<file path="src/hdl/msws_pkg.sv">
package msws_pkg;

	localparam int MASK_W     = 4;
	localparam int THR_W      = 16;
	localparam int MODE_W     = 2;
	localparam int CODE_W     = 3;
	localparam int CFG_IDX_W  = 8;
	localparam int CFG_DATA_W = 16;

	localparam int NUM_SOURCES_DEF = 4;
	localparam int AGE_BITS_DEF    = 16;

	localparam logic [THR_W-1:0]  WARNING_RST  = THR_W'(10);
	localparam logic [THR_W-1:0]  FAULT_RST    = THR_W'(20);
	localparam logic [THR_W-1:0]  SUPPRESS_RST = THR_W'(40);
	localparam logic [MASK_W-1:0] ENABLE_RST   = '0;

	// register map
	localparam logic [CFG_IDX_W-1:0] CFG_WARNING  = CFG_IDX_W'(0);
	localparam logic [CFG_IDX_W-1:0] CFG_FAULT    = CFG_IDX_W'(1);
	localparam logic [CFG_IDX_W-1:0] CFG_SUPPRESS = CFG_IDX_W'(2);
	localparam logic [CFG_IDX_W-1:0] CFG_ENABLE   = CFG_IDX_W'(3);

	localparam logic [MODE_W-1:0] MODE_OTHER = MODE_W'(0);

	typedef enum logic [CODE_W-1:0] {
		ST_DISABLED = 3'd0,
		ST_HEALTHY  = 3'd1,
		ST_WARNING  = 3'd2,
		ST_FAULT    = 3'd3,
		ST_SUPPRESS = 3'd4
	} src_state_t;

	typedef enum logic [CODE_W-1:0] {
		LV_NONE     = 3'd0,
		LV_WARNING  = 3'd1,
		LV_FAULT    = 3'd2,
		LV_SAFE     = 3'd3,
		LV_SUPPRESS = 3'd4
	} level_t;

	// what one lane found this tick
	typedef struct packed {
		logic enabled;
		logic warn;
		logic fault;
		logic supp;
		logic cross_warn;
		logic cross_fault;
		logic cross_supp;
		logic recovered;
	} lane_flags_t;

	typedef struct packed {
		logic [MASK_W-1:0] warning_mask;
		logic [MASK_W-1:0] fault_mask;
		logic [MASK_W-1:0] suppress_mask;
		logic [MASK_W-1:0] crossed_warning_mask;
		logic [MASK_W-1:0] crossed_fault_mask;
		logic [MASK_W-1:0] crossed_suppress_mask;
		logic [MASK_W-1:0] recovered_mask;
		logic              safe_request;
		src_state_t        aggregate_state;
		level_t            recovery_level;
		logic              feed_eligible;
		logic              config_valid;
	} result_t;

endpackage

</file>
<file path="src/hdl/msws_if.sv">
interface msws_tick_if;
	logic                          valid;
	logic                          ready;
	logic [msws_pkg::MASK_W-1:0]   beat_mask;
	logic [msws_pkg::MODE_W-1:0]   sat_mode;
	logic                          safe_already_requested;

	modport source(output valid, beat_mask, sat_mode, safe_already_requested, input ready);
	modport sink(input valid, beat_mask, sat_mode, safe_already_requested, output ready);
endinterface

interface msws_result_if;
	logic                          valid;
	logic                          ready;
	logic [msws_pkg::MASK_W-1:0]   warning_mask;
	logic [msws_pkg::MASK_W-1:0]   fault_mask;
	logic [msws_pkg::MASK_W-1:0]   suppress_mask;
	logic [msws_pkg::MASK_W-1:0]   crossed_warning_mask;
	logic [msws_pkg::MASK_W-1:0]   crossed_fault_mask;
	logic [msws_pkg::MASK_W-1:0]   crossed_suppress_mask;
	logic [msws_pkg::MASK_W-1:0]   recovered_mask;
	logic                          safe_request;
	logic [msws_pkg::CODE_W-1:0]   aggregate_state;
	logic [msws_pkg::CODE_W-1:0]   recovery_level;
	logic                          feed_eligible;
	logic                          config_valid;

	modport source(output valid, warning_mask, fault_mask, suppress_mask,
		crossed_warning_mask, crossed_fault_mask, crossed_suppress_mask,
		recovered_mask, safe_request, aggregate_state, recovery_level,
		feed_eligible, config_valid, input ready);
	modport sink(input valid, warning_mask, fault_mask, suppress_mask,
		crossed_warning_mask, crossed_fault_mask, crossed_suppress_mask,
		recovered_mask, safe_request, aggregate_state, recovery_level,
		feed_eligible, config_valid, output ready);
endinterface

interface msws_cfg_if;
	logic                            valid;
	logic                            ready;
	logic [msws_pkg::CFG_IDX_W-1:0]  index;
	logic [msws_pkg::CFG_DATA_W-1:0] data;

	modport source(output valid, index, data, input ready);
	modport sink(input valid, index, data, output ready);
endinterface

</file>
<file path="src/hdl/msws_lane.sv">
module msws_lane #(
	parameter int AGE_BITS = msws_pkg::AGE_BITS_DEF
) (
	input  logic                         clk,
	input  logic                         arst_n,
	input  logic                         advance,
	input  logic                         en,
	input  logic                         beat,
	input  logic [msws_pkg::THR_W-1:0]   warning_ticks,
	input  logic [msws_pkg::THR_W-1:0]   fault_ticks,
	input  logic [msws_pkg::THR_W-1:0]   suppress_ticks,
	output msws_pkg::lane_flags_t        flags
);

	localparam int CMP_W = (AGE_BITS > msws_pkg::THR_W) ? AGE_BITS : msws_pkg::THR_W;

	logic [AGE_BITS-1:0]  age_q;
	logic [AGE_BITS-1:0]  age_next;
	msws_pkg::src_state_t state_q;
	msws_pkg::src_state_t state_next;
	msws_pkg::src_state_t cls;
	logic [CMP_W-1:0]     age_x;
	logic                 prev_above_healthy;

	always_comb begin
		if (beat) begin
			age_next = '0;
		end else if (age_q != '1) begin
			age_next = age_q + AGE_BITS'(1);
		end else begin
			age_next = age_q;
		end
		age_x = CMP_W'(age_next);

		// suppress checked first so inconsistent thresholds still resolve
		priority if (age_x >= CMP_W'(suppress_ticks)) begin
			cls = msws_pkg::ST_SUPPRESS;
		end else if (age_x >= CMP_W'(fault_ticks)) begin
			cls = msws_pkg::ST_FAULT;
		end else if (age_x >= CMP_W'(warning_ticks)) begin
			cls = msws_pkg::ST_WARNING;
		end else begin
			cls = msws_pkg::ST_HEALTHY;
		end

		state_next = en ? cls : msws_pkg::ST_DISABLED;
		prev_above_healthy = (state_q > msws_pkg::ST_HEALTHY);

		flags.enabled     = en;
		flags.warn        = en && (cls == msws_pkg::ST_WARNING);
		flags.fault       = en && (cls == msws_pkg::ST_FAULT || cls == msws_pkg::ST_SUPPRESS);
		flags.supp        = en && (cls == msws_pkg::ST_SUPPRESS);
		flags.cross_warn  = en && !beat && (state_q < msws_pkg::ST_WARNING)
			&& (cls >= msws_pkg::ST_WARNING);
		flags.cross_fault = en && !beat && (state_q < msws_pkg::ST_FAULT)
			&& (cls >= msws_pkg::ST_FAULT);
		flags.cross_supp  = en && !beat && (state_q != msws_pkg::ST_SUPPRESS)
			&& (cls == msws_pkg::ST_SUPPRESS);
		flags.recovered   = prev_above_healthy && (!en || beat);
	end

	always_ff @(posedge clk or negedge arst_n) begin
		if (!arst_n) begin
			age_q   <= '0;
			state_q <= msws_pkg::ST_DISABLED;
		end else if (advance) begin
			age_q   <= en ? age_next : '0;
			state_q <= state_next;
		end
	end

	a_disabled_age_zero: assert property (@(posedge clk) disable iff (!arst_n)
		state_q == msws_pkg::ST_DISABLED |-> age_q == '0)
		else $error("disabled lane holds nonzero age");

	a_beat_clears: assert property (@(posedge clk) disable iff (!arst_n)
		advance && en && beat |=> age_q == '0 && state_q != msws_pkg::ST_DISABLED)
		else $error("beat did not clear age");

	a_off_disables: assert property (@(posedge clk) disable iff (!arst_n)
		advance && !en |=> state_q == msws_pkg::ST_DISABLED)
		else $error("disabled source kept a live state");

endmodule

</file>
<file path="src/hdl/msws_merge.sv">
module msws_merge #(
	parameter int NUM_SOURCES = msws_pkg::NUM_SOURCES_DEF
) (
	input  logic                          clk,
	input  logic                          arst_n,
	input  logic                          push,
	input  msws_pkg::lane_flags_t         flags [NUM_SOURCES],
	input  logic [msws_pkg::MODE_W-1:0]   sat_mode,
	input  logic                          already,
	input  logic                          cfg_ok,
	output logic                          accept_ok,
	output logic                          out_valid,
	input  logic                          out_ready,
	output msws_pkg::result_t             out_data
);

	localparam int MW = msws_pkg::MASK_W;

	msws_pkg::result_t res;
	msws_pkg::result_t main_q;
	msws_pkg::result_t skid_q;
	logic              main_v_q;
	logic              skid_v_q;
	logic              any_en;
	logic              pop;

	always_comb begin
		res = '0;
		any_en = 1'b0;
		for (int j = 0; j < NUM_SOURCES; j++) begin
			any_en = any_en | flags[j].enabled;
			// lanes past the mask width have no enable bit, so shifting them out is safe
			res.warning_mask          = res.warning_mask | (MW'(flags[j].warn) << j);
			res.fault_mask            = res.fault_mask | (MW'(flags[j].fault) << j);
			res.suppress_mask         = res.suppress_mask | (MW'(flags[j].supp) << j);
			res.crossed_warning_mask  = res.crossed_warning_mask
				| (MW'(flags[j].cross_warn) << j);
			res.crossed_fault_mask    = res.crossed_fault_mask
				| (MW'(flags[j].cross_fault) << j);
			res.crossed_suppress_mask = res.crossed_suppress_mask
				| (MW'(flags[j].cross_supp) << j);
			res.recovered_mask        = res.recovered_mask | (MW'(flags[j].recovered) << j);
		end
		res.safe_request = (res.crossed_fault_mask != '0) && (sat_mode != msws_pkg::MODE_OTHER);
		res.config_valid = cfg_ok;

		priority if (!any_en) begin
			res.aggregate_state = msws_pkg::ST_DISABLED;
			res.recovery_level  = msws_pkg::LV_NONE;
			res.feed_eligible   = 1'b0;
		end else if (res.suppress_mask != '0) begin
			res.aggregate_state = msws_pkg::ST_SUPPRESS;
			res.recovery_level  = msws_pkg::LV_SUPPRESS;
			res.feed_eligible   = 1'b0;
		end else if (res.fault_mask != '0) begin
			res.aggregate_state = msws_pkg::ST_FAULT;
			res.recovery_level  = already ? msws_pkg::LV_SAFE : msws_pkg::LV_FAULT;
			res.feed_eligible   = 1'b1;
		end else if (res.warning_mask != '0) begin
			res.aggregate_state = msws_pkg::ST_WARNING;
			res.recovery_level  = msws_pkg::LV_WARNING;
			res.feed_eligible   = 1'b1;
		end else begin
			res.aggregate_state = msws_pkg::ST_HEALTHY;
			res.recovery_level  = msws_pkg::LV_NONE;
			res.feed_eligible   = 1'b1;
		end
	end

	// output register plus one skid entry; new beats are taken until the skid fills
	assign accept_ok = !skid_v_q;
	assign pop       = main_v_q && out_ready;
	assign out_valid = main_v_q;
	assign out_data  = main_q;

	always_ff @(posedge clk or negedge arst_n) begin
		if (!arst_n) begin
			main_v_q <= 1'b0;
			skid_v_q <= 1'b0;
		end else begin
			if (push) begin
				if (!main_v_q || pop) begin
					main_v_q <= 1'b1;
				end else begin
					skid_v_q <= 1'b1;
				end
			end else if (pop) begin
				if (skid_v_q) begin
					skid_v_q <= 1'b0;
				end else begin
					main_v_q <= 1'b0;
				end
			end
		end
	end

	always_ff @(posedge clk) begin
		if (push && (!main_v_q || pop)) begin
			main_q <= res;
		end else if (push) begin
			skid_q <= res;
		end else if (pop && skid_v_q) begin
			main_q <= skid_q;
		end
	end

	a_skid_needs_main: assert property (@(posedge clk) disable iff (!arst_n)
		skid_v_q |-> main_v_q)
		else $error("skid entry without head entry");

	a_stall_fills_skid: assert property (@(posedge clk) disable iff (!arst_n)
		push && main_v_q && !out_ready |=> skid_v_q)
		else $error("stalled beat not parked in skid");

	a_safe_has_cross: assert property (@(posedge clk) disable iff (!arst_n)
		main_v_q && main_q.safe_request |-> main_q.crossed_fault_mask != '0)
		else $error("safe request without fault crossing");

endmodule

</file>
<file path="src/hdl/multi_source_watchdog_supervisor.sv">
// channel   dir   handshake        payload
// tick      in    valid / ready    beat_mask, sat_mode, safe_already_requested
// result    out   valid / ready    masks, safe_request, aggregate/recovery codes, flags
// cfg       in    valid / ready    index (register number), data
//
// One tick per cycle while tick.ready is high; results are registered on acceptance.
// Per-source age and state update in the lanes at acceptance; the merge is combinational.
// Output register plus one skid entry: tick.ready drops only with two results waiting.
// arst_n clears ages, states, valid flags and loads the register reset values.
// cfg is always ready; a write to an index beyond the map is dropped.
module multi_source_watchdog_supervisor #(
	parameter int NUM_SOURCES = msws_pkg::NUM_SOURCES_DEF,
	parameter int AGE_BITS    = msws_pkg::AGE_BITS_DEF
) (
	input logic                clk,
	input logic                arst_n,
	msws_tick_if.sink          tick,
	msws_result_if.source      result,
	msws_cfg_if.sink           cfg
);

	logic [msws_pkg::THR_W-1:0]  warning_q;
	logic [msws_pkg::THR_W-1:0]  fault_q;
	logic [msws_pkg::THR_W-1:0]  suppress_q;
	logic [msws_pkg::MASK_W-1:0] enable_q;
	logic                        cfg_ok;
	logic                        accept_ok;
	logic                        advance;
	msws_pkg::lane_flags_t       flags [NUM_SOURCES];
	msws_pkg::result_t           res;

	assign cfg.ready = 1'b1;

	always_ff @(posedge clk or negedge arst_n) begin
		if (!arst_n) begin
			warning_q  <= msws_pkg::WARNING_RST;
			fault_q    <= msws_pkg::FAULT_RST;
			suppress_q <= msws_pkg::SUPPRESS_RST;
			enable_q   <= msws_pkg::ENABLE_RST;
		end else if (cfg.valid) begin
			unique case (cfg.index)
				msws_pkg::CFG_WARNING:  warning_q  <= cfg.data;
				msws_pkg::CFG_FAULT:    fault_q    <= cfg.data;
				msws_pkg::CFG_SUPPRESS: suppress_q <= cfg.data;
				msws_pkg::CFG_ENABLE:   enable_q   <= cfg.data[msws_pkg::MASK_W-1:0];
				default: ;
			endcase
		end
	end

	assign cfg_ok = (warning_q != '0) && (warning_q <= fault_q) && (fault_q <= suppress_q);

	assign tick.ready = accept_ok;
	assign advance    = tick.valid && accept_ok;

	for (genvar i = 0; i < NUM_SOURCES; i++) begin : g_lane
		logic en_i;
		logic beat_i;
		if (i < msws_pkg::MASK_W) begin : g_bit
			assign en_i   = enable_q[i];
			assign beat_i = tick.beat_mask[i];
		end else begin : g_none
			assign en_i   = 1'b0;
			assign beat_i = 1'b0;
		end

		msws_lane #(
			.AGE_BITS(AGE_BITS)
		) u_lane (
			.clk            (clk),
			.arst_n         (arst_n),
			.advance        (advance),
			.en             (en_i),
			.beat           (beat_i),
			.warning_ticks  (warning_q),
			.fault_ticks    (fault_q),
			.suppress_ticks (suppress_q),
			.flags          (flags[i])
		);
	end

	msws_merge #(
		.NUM_SOURCES(NUM_SOURCES)
	) u_merge (
		.clk       (clk),
		.arst_n    (arst_n),
		.push      (advance),
		.flags     (flags),
		.sat_mode  (tick.sat_mode),
		.already   (tick.safe_already_requested),
		.cfg_ok    (cfg_ok),
		.accept_ok (accept_ok),
		.out_valid (result.valid),
		.out_ready (result.ready),
		.out_data  (res)
	);

	assign result.warning_mask          = res.warning_mask;
	assign result.fault_mask            = res.fault_mask;
	assign result.suppress_mask         = res.suppress_mask;
	assign result.crossed_warning_mask  = res.crossed_warning_mask;
	assign result.crossed_fault_mask    = res.crossed_fault_mask;
	assign result.crossed_suppress_mask = res.crossed_suppress_mask;
	assign result.recovered_mask        = res.recovered_mask;
	assign result.safe_request          = res.safe_request;
	assign result.aggregate_state       = res.aggregate_state;
	assign result.recovery_level        = res.recovery_level;
	assign result.feed_eligible         = res.feed_eligible;
	assign result.config_valid          = res.config_valid;

endmodule
</file>
<file path="src/flat_wrapper.sv">
// flat-port wrapper written by rule: the top's interface ports become plain ports
module multi_source_watchdog_supervisor_flat 
#(
	parameter int NUM_SOURCES = msws_pkg::NUM_SOURCES_DEF,
	parameter int AGE_BITS    = msws_pkg::AGE_BITS_DEF
)
  (clk, arst_n, tick_valid, tick_beat_mask, tick_sat_mode, tick_safe_already_requested, tick_ready, result_valid, result_warning_mask, result_fault_mask, result_suppress_mask, result_crossed_warning_mask, result_crossed_fault_mask, result_crossed_suppress_mask, result_recovered_mask, result_safe_request, result_aggregate_state, result_recovery_level, result_feed_eligible, result_config_valid, result_ready, cfg_valid, cfg_index, cfg_data, cfg_ready);
  msws_tick_if tick_i ();
  msws_result_if result_i ();
  msws_cfg_if cfg_i ();
  input logic clk;
  input logic arst_n;
  input wire logic [$bits(tick_i.valid)-1:0] tick_valid;
  input wire logic [$bits(tick_i.beat_mask)-1:0] tick_beat_mask;
  input wire logic [$bits(tick_i.sat_mode)-1:0] tick_sat_mode;
  input wire logic [$bits(tick_i.safe_already_requested)-1:0] tick_safe_already_requested;
  output wire logic [$bits(tick_i.ready)-1:0] tick_ready;
  output wire logic [$bits(result_i.valid)-1:0] result_valid;
  output wire logic [$bits(result_i.warning_mask)-1:0] result_warning_mask;
  output wire logic [$bits(result_i.fault_mask)-1:0] result_fault_mask;
  output wire logic [$bits(result_i.suppress_mask)-1:0] result_suppress_mask;
  output wire logic [$bits(result_i.crossed_warning_mask)-1:0] result_crossed_warning_mask;
  output wire logic [$bits(result_i.crossed_fault_mask)-1:0] result_crossed_fault_mask;
  output wire logic [$bits(result_i.crossed_suppress_mask)-1:0] result_crossed_suppress_mask;
  output wire logic [$bits(result_i.recovered_mask)-1:0] result_recovered_mask;
  output wire logic [$bits(result_i.safe_request)-1:0] result_safe_request;
  output wire logic [$bits(result_i.aggregate_state)-1:0] result_aggregate_state;
  output wire logic [$bits(result_i.recovery_level)-1:0] result_recovery_level;
  output wire logic [$bits(result_i.feed_eligible)-1:0] result_feed_eligible;
  output wire logic [$bits(result_i.config_valid)-1:0] result_config_valid;
  input wire logic [$bits(result_i.ready)-1:0] result_ready;
  input wire logic [$bits(cfg_i.valid)-1:0] cfg_valid;
  input wire logic [$bits(cfg_i.index)-1:0] cfg_index;
  input wire logic [$bits(cfg_i.data)-1:0] cfg_data;
  output wire logic [$bits(cfg_i.ready)-1:0] cfg_ready;
  assign tick_i.valid = tick_valid;
  assign tick_i.beat_mask = tick_beat_mask;
  assign tick_i.sat_mode = tick_sat_mode;
  assign tick_i.safe_already_requested = tick_safe_already_requested;
  assign tick_ready = tick_i.ready;
  assign result_valid = result_i.valid;
  assign result_warning_mask = result_i.warning_mask;
  assign result_fault_mask = result_i.fault_mask;
  assign result_suppress_mask = result_i.suppress_mask;
  assign result_crossed_warning_mask = result_i.crossed_warning_mask;
  assign result_crossed_fault_mask = result_i.crossed_fault_mask;
  assign result_crossed_suppress_mask = result_i.crossed_suppress_mask;
  assign result_recovered_mask = result_i.recovered_mask;
  assign result_safe_request = result_i.safe_request;
  assign result_aggregate_state = result_i.aggregate_state;
  assign result_recovery_level = result_i.recovery_level;
  assign result_feed_eligible = result_i.feed_eligible;
  assign result_config_valid = result_i.config_valid;
  assign result_i.ready = result_ready;
  assign cfg_i.valid = cfg_valid;
  assign cfg_i.index = cfg_index;
  assign cfg_i.data = cfg_data;
  assign cfg_ready = cfg_i.ready;
  multi_source_watchdog_supervisor #(.NUM_SOURCES(NUM_SOURCES), .AGE_BITS(AGE_BITS)) u_core (.clk(clk), .arst_n(arst_n), .tick(tick_i), .result(result_i), .cfg(cfg_i));
endmodule
</file>
<file path="config.mk">
export PLATFORM = sky130hd
export DESIGN_NAME = multi_source_watchdog_supervisor_flat
export DESIGN_NICKNAME = d
export VERILOG_FILES = /design/src/hdl/msws_pkg.sv /design/src/hdl/msws_if.sv /design/src/hdl/msws_lane.sv /design/src/hdl/msws_merge.sv /design/src/hdl/multi_source_watchdog_supervisor.sv /design/src/flat_wrapper.sv
export SDC_FILE = /design/constraint.sdc
export NUM_CORES = 1
export LEC_CHECK = 0
export BUFFER_PORTS_ARGS = -buffer_cell sky130_fd_sc_hd__buf_2
export CORE_MARGIN = 2
export CORE_UTILIZATION = 30
export CTS_CLUSTER_DIAMETER = 50
export DETAILED_ROUTE_END_ITERATION = 8
export GPL_ROUTABILITY_DRIVEN = 0
export PLACE_DENSITY = 0.55
export SLEW_MARGIN = 20
export SYNTH_ARGS = -nofsm -noshare
export SYNTH_HDL_FRONTEND = slang
export SYNTH_SLANG_ARGS = --single-unit
</file>
<file path="constraint.sdc">
create_clock -name clk -period 15.31 [get_ports clk]
set_clock_uncertainty 0.05 [all_clocks]
set_input_delay 3.062 -clock clk [delete_from_list [all_inputs] [get_ports clk]]
set_output_delay 3.062 -clock clk [all_outputs]
set_load 0.05 [all_outputs]
</file>
After elaboration in Yosys (flattened, before gate mapping) --
Index checks and enable logic that the tools add are counted. W data, S select, Z words.
Storage, ports and cells: register bits 204, bits in latches 0, bits in writable memories 0, memory bits (read-only) 0, bits of input ports 36, output and inout port bits 40, memories 0
Operators by class: $add $sub $neg 4, multipliers 0, divide/modulo/power cells 0, $lt $le $gt $ge 34, eq/ne operators 27, shift operators 0, muxes and demuxes 43, bitwise operators 25, reductions and logical operators 87
Operators by type and width (number):
- $ge A16 B16 Y1 | 12
- $mux W16 | 12
- $mux W37 | 3
- $add A16 B1 Y16 const B | 4
- $ne A16 B16 Y1 const B | 4
- $logic_and A1 B1 Y1 | 51
- $le A16 B16 Y1 | 2
- $or A3 B4 Y4 | 7
- $eq A3 B2 Y1 const B | 8
- $ge A3 B2 Y1 const B | 8
- $lt A3 B2 Y1 const B | 8
- $mux W3 | 8
- $or A2 B3 Y3 | 7
- $eq A8 B2 Y1 const B | 2
- $mux W2 | 8
- $reduce_bool A16 Y1 | 1
- $reduce_bool A4 Y1 | 4
- $mux W7 | 2
- $or A1 B2 Y2 | 7
- $reduce_and A2 Y1 | 7
- $eq A3 B3 Y1 const B | 4
- $gt A3 B1 Y1 const B | 4
- $mux W6 | 2
- $ne A3 B3 Y1 const B | 4
- 11 further kinds | 41

Logic depth before layout (Yosys ltp) --
word-level depth 18, depth in mapped cells 20

Hierarchy --
Synthesis repeated with hierarchy kept, for this count alone.
Second synthesis, totals: cell total of the unflattened synthesis 1670, area, all modules 15971.6 sq um
Modules (own cells, without submodules):
- msws_merge | instances 1, cells each 143, area each 2869.0 sq um, sequential area each 2212.1 sq um
- multi_source_watchdog_supervisor | instances 1, cells each 237, area each 2847.7 sq um, sequential area each 1308.8 sq um
- msws_lane at u_core.g_lane[2].u_lane | instances 1, cells each 333, area each 2616.3 sq um, sequential area each 475.5 sq um
- msws_lane at u_core.g_lane[0].u_lane | instances 1, cells each 322, area each 2578.7 sq um, sequential area each 475.5 sq um
- msws_lane at u_core.g_lane[1].u_lane | instances 1, cells each 320, area each 2538.7 sq um, sequential area each 475.5 sq um
- msws_lane at u_core.g_lane[3].u_lane | instances 1, cells each 315, area each 2521.2 sq um, sequential area each 475.5 sq um

Worst setup path before layout --
OpenSTA, ideal clock, no wires.
path type input to register, start input port tick_beat_mask[2], end register u_core.u_merge.main_q, in the netlist u_core.u_merge.out_data[2] (data pin), library setup time 0.256 ns, arrival 6.654 ns, setup slack 8.350 ns, stages on the path 13, path buffers 2, path through clkbuf_1 > buf_1 > nor2_1 > ha_1 > a21o_1 > a221o_1 > a221oi_1 > o21ai_0 > or4_2 > and2_1 > nor4_4 > mux2_4 > a22o_1
RTL lines:
- start: declaration | line flat_wrapper.sv:14 | input wire logic [$bits(tick_i.beat_mask)-1:0] tick_beat_mask;
- end signal: assignment | line msws_merge.sv:99 | main_q <= res;
- end signal: assignment | line msws_merge.sv:103 | main_q <= skid_q;
- end: declaration | line msws_merge.sv:20 | msws_pkg::result_t main_q;

==> impl_results.md <==
* Synth top area share at 21.5%
* Largest net degree at the start of global routing at 68
* Final setup vio count at 0
* Final Util at 34.5%
* P_leak at 0.00735 µW
* Clock latency at the later pin of the worst-skew pair at roughly 0.56 ns
* Post-synthesis instance area at 14500 µm²
* Die W at 224 µm
* Slew Limit Fails at 0
* # rows at 80
* Clock Sinks at 202
* I/O Pins at 76
* Layout cell share with drive strength beyond 1 at 14.7%
* Worst r2r dst: u_core.u_merge.out_data[8]
* Max VDD drop at ~76 µV
* Total CTS buffers at 27
* Post-layout net count at 1768
* CTS Hold Bufs at 0
* Dpl cells at 2102
* Fin. Hold Viols at 0
* Post-synth EDFFs at 72
* Global route overflow at 0
* Clk root buf: clkbuf_16
* Crit. End Element: flip-flop
* Most frequent cells in the layout: ha_1 (216), dfrtp_1 (124), nand2_1 (118)
* Hold-critical path depth at 1
* Crit path DAT at between 6 and 7 ns
* # resized after CTS at 0
* Multi-input logic area at 8610 µm²
* Max Freq at around 0.15 GHz
* Worst-case reg-to-reg path depth at 17
* Total GRT Usage at around 18%
* Placed cell areas at 15500 µm²
* Largest area contributor in the netlist: dfrtp_1
* Minimum clock period at 6.69 ns
* Clk pin slew, worst setup/hold paths at 0.06 ns
* WP data required at 15.56 ns
* Yosys reg bits at 202
* Worst R2R Start: u_core.g_lane[3].u_lane.age_q[0]
* Total Wirelength at approximately 44000 µm
* PD cells at 109 nW/µm²
* TritonCTS clock tree: yes
* Syn nets at 1702
* H-tree levels at 1
* Post-route setup TNS at 0 ns
* Startpoint types: input pin
* Most common cell after layout, fill and taps aside: ha_1
* Synth Flop Type: dfrtp_1
* Max Cap Violations at 0
* Ys Warns at 0
* Initial antenna violation count at 0
* Starting Density at between 30% and 40%
* Crit path max fanout at 20
* Critical path class: in2reg
* Die Y-Extent at 224 µm
* Status: finished clean
* Post-DP HPWL at 32500 µm
* DR DRC count at 0
* Synth async-reset ratio at 64.4%
* Register area share after synthesis at 37.5%
* Layout area overhead at 13.5%
* Synth Area per Inst at 9.97 µm²
* DIE AREA at 50000 µm²
* Slew @ Worst Pin at 1.20 ns
* Period Utilization, post-route at 43.7%
* Hold Path Sink: u_core.suppress_q[9]
* Total power at 1790 µW
* CORE AREA at 47600 µm²
* RSZ-0062 raised after global routing: false
* Drt first pass iters at 6
* FILL cells at 4812
* First-pass GRT wire length at between 60000 and 70000 µm
* Post-CTS setup buffers at 0
* Detailed-route via count at ~12000
* Worst Hold Class: reg2reg
* HP Start: u_core.suppress_q[9]
* Cells after Synth at 1450
* Max-slew headroom at 19.8%
* # diodes at 0
* Routed Antenna Nets at 0
* Cell Count, Final, Fillers Out at approximately 2200
* Ranking of synthesized cells by area: dfrtp_1 (21%), ha_1 (19%), edfxtp_1 (15%)
* Vias in the first global route at 11805
* Library cells used by synthesis at 81
* Via density at around 5.5
* DR iter-0 viols at 1002
* Routed length per instance at 20.4 µm
* IO Port Bufs at 74
* Register area at approximately 5400 µm²
* Longest Clk Path Bufs at 3
* Cell area after layout at 16400 µm²
* R2R Setup Slk at 9.05 ns
layout make-up:
cell class                      instances  share of cell area (%)
Sequential cell                       202                    33.0
Clock buffer                           34                    4.28
Multi-Input combinational cell       1134                    52.5
Clock inverter                         16                    1.11
Inverter                               67                    1.53
Timing Repair Buffer                   84                    2.87
Tap cell                              615                    4.69
cell families after synthesis:
group,count (synthesis),share of synthesized area (%)
AOI/OAI and AO/OA,351,16.3
adders and majority gates,217,18.8
buffers and inverters,114,3.14
DFF,202,37.5
xor gates and xnor gates,51,3.09
muxes,67,5.22
other,1,0.0259
and+or+nand+nor,447,16.0
worst max-delay path, stage by stage:
cell and delay, ns:
buf_2 0.22, nor2_1 0.34, ha_1 0.33, a21o_1 0.21
a211oi_1 0.35, a211oi_1 0.09, a211oi_1 1.00, nor2b_1 0.34
a2111oi_0 0.12, buf_4 0.18, o41a_1 0.41, mux2_2 0.27
per-stage QoR:
stage,setup slack (ns),hold slack (ns)
6_report,8.62,0.453
5_1_grt,8.40,0.462
4_1_cts,8.73,0.456
3_5_place_dp,8.15,0.443
3_3_place_gp,8.25,0.439
2_1_floorplan,8.35,0.417
registers in the layout, indices dropped and copies added (netlist names):
signal / cells
u_core.warning_q: 16
u_core.suppress_q: 16
u_core.u_merge.out_valid: 1
u_core.u_merge.skid_v_q: 1
u_core.u_merge.skid_q: 36
u_core.u_merge.out_data: 36
u_core.g_lane.u_lane.state_q: 12
u_core.g_lane.u_lane.age_q: 64
u_core.enable_q: 4
u_core.fault_q: 16
per-layer routing:
metal  wire [µm]  vias to the layer above  global-route usage (%)
met1       20100                     5788                    24.0
met3        2380                       93                    2.36
met5           0                        -                       0
met4        1730                        0                    6.45
met2       19600                      353                    28.2
li1            -                     5586                       -
synth_stat cells (14+ instances only):
cell,count
ha_1,216
dfrtp_1,124
nand2_1,120
nor2_1,108
a21oi_1,83
o21ai_0,80
edfxtp_1,72
inv_1,67
mux2_2,63
a22o_1,50
nand4_1,43
clkbuf_1,38
nand3_1,31
xor2_1,31
a21o_1,27
nand2b_1,21
xnor2_1,20
a211oi_1,19
nor2b_1,19
nor4_1,15
o211ai_1,14
worst max-delay path by stage:
stage,start,end,slack (ns),cells past startpoint
after floorplan,tick_beat_mask[2],u_core.u_merge.out_data[2],8.35,13
after global placement,tick_beat_mask[3],u_core.u_merge.out_data[8],8.25,12
after detailed placement,tick_beat_mask[3],u_core.u_merge.out_data[8],8.15,12
after CTS,tick_beat_mask[3],u_core.u_merge.out_data[8],8.73,12
after global routing,tick_beat_mask[3],u_core.u_merge.out_data[8],8.40,12
final,tick_beat_mask[3],u_core.u_merge.out_data[8],8.62,12
where the power goes:
group	switching [µW]	total (µW)	internal, µW	leakage (µW)
Clock	262	629	367	0.000427
Combinational	360	487	127	0.00452
Sequential	28.7	670	641	0.00240
Total	651	1790	1140	0.00735
Note: power is estimated with default switching activity, not from simulation.
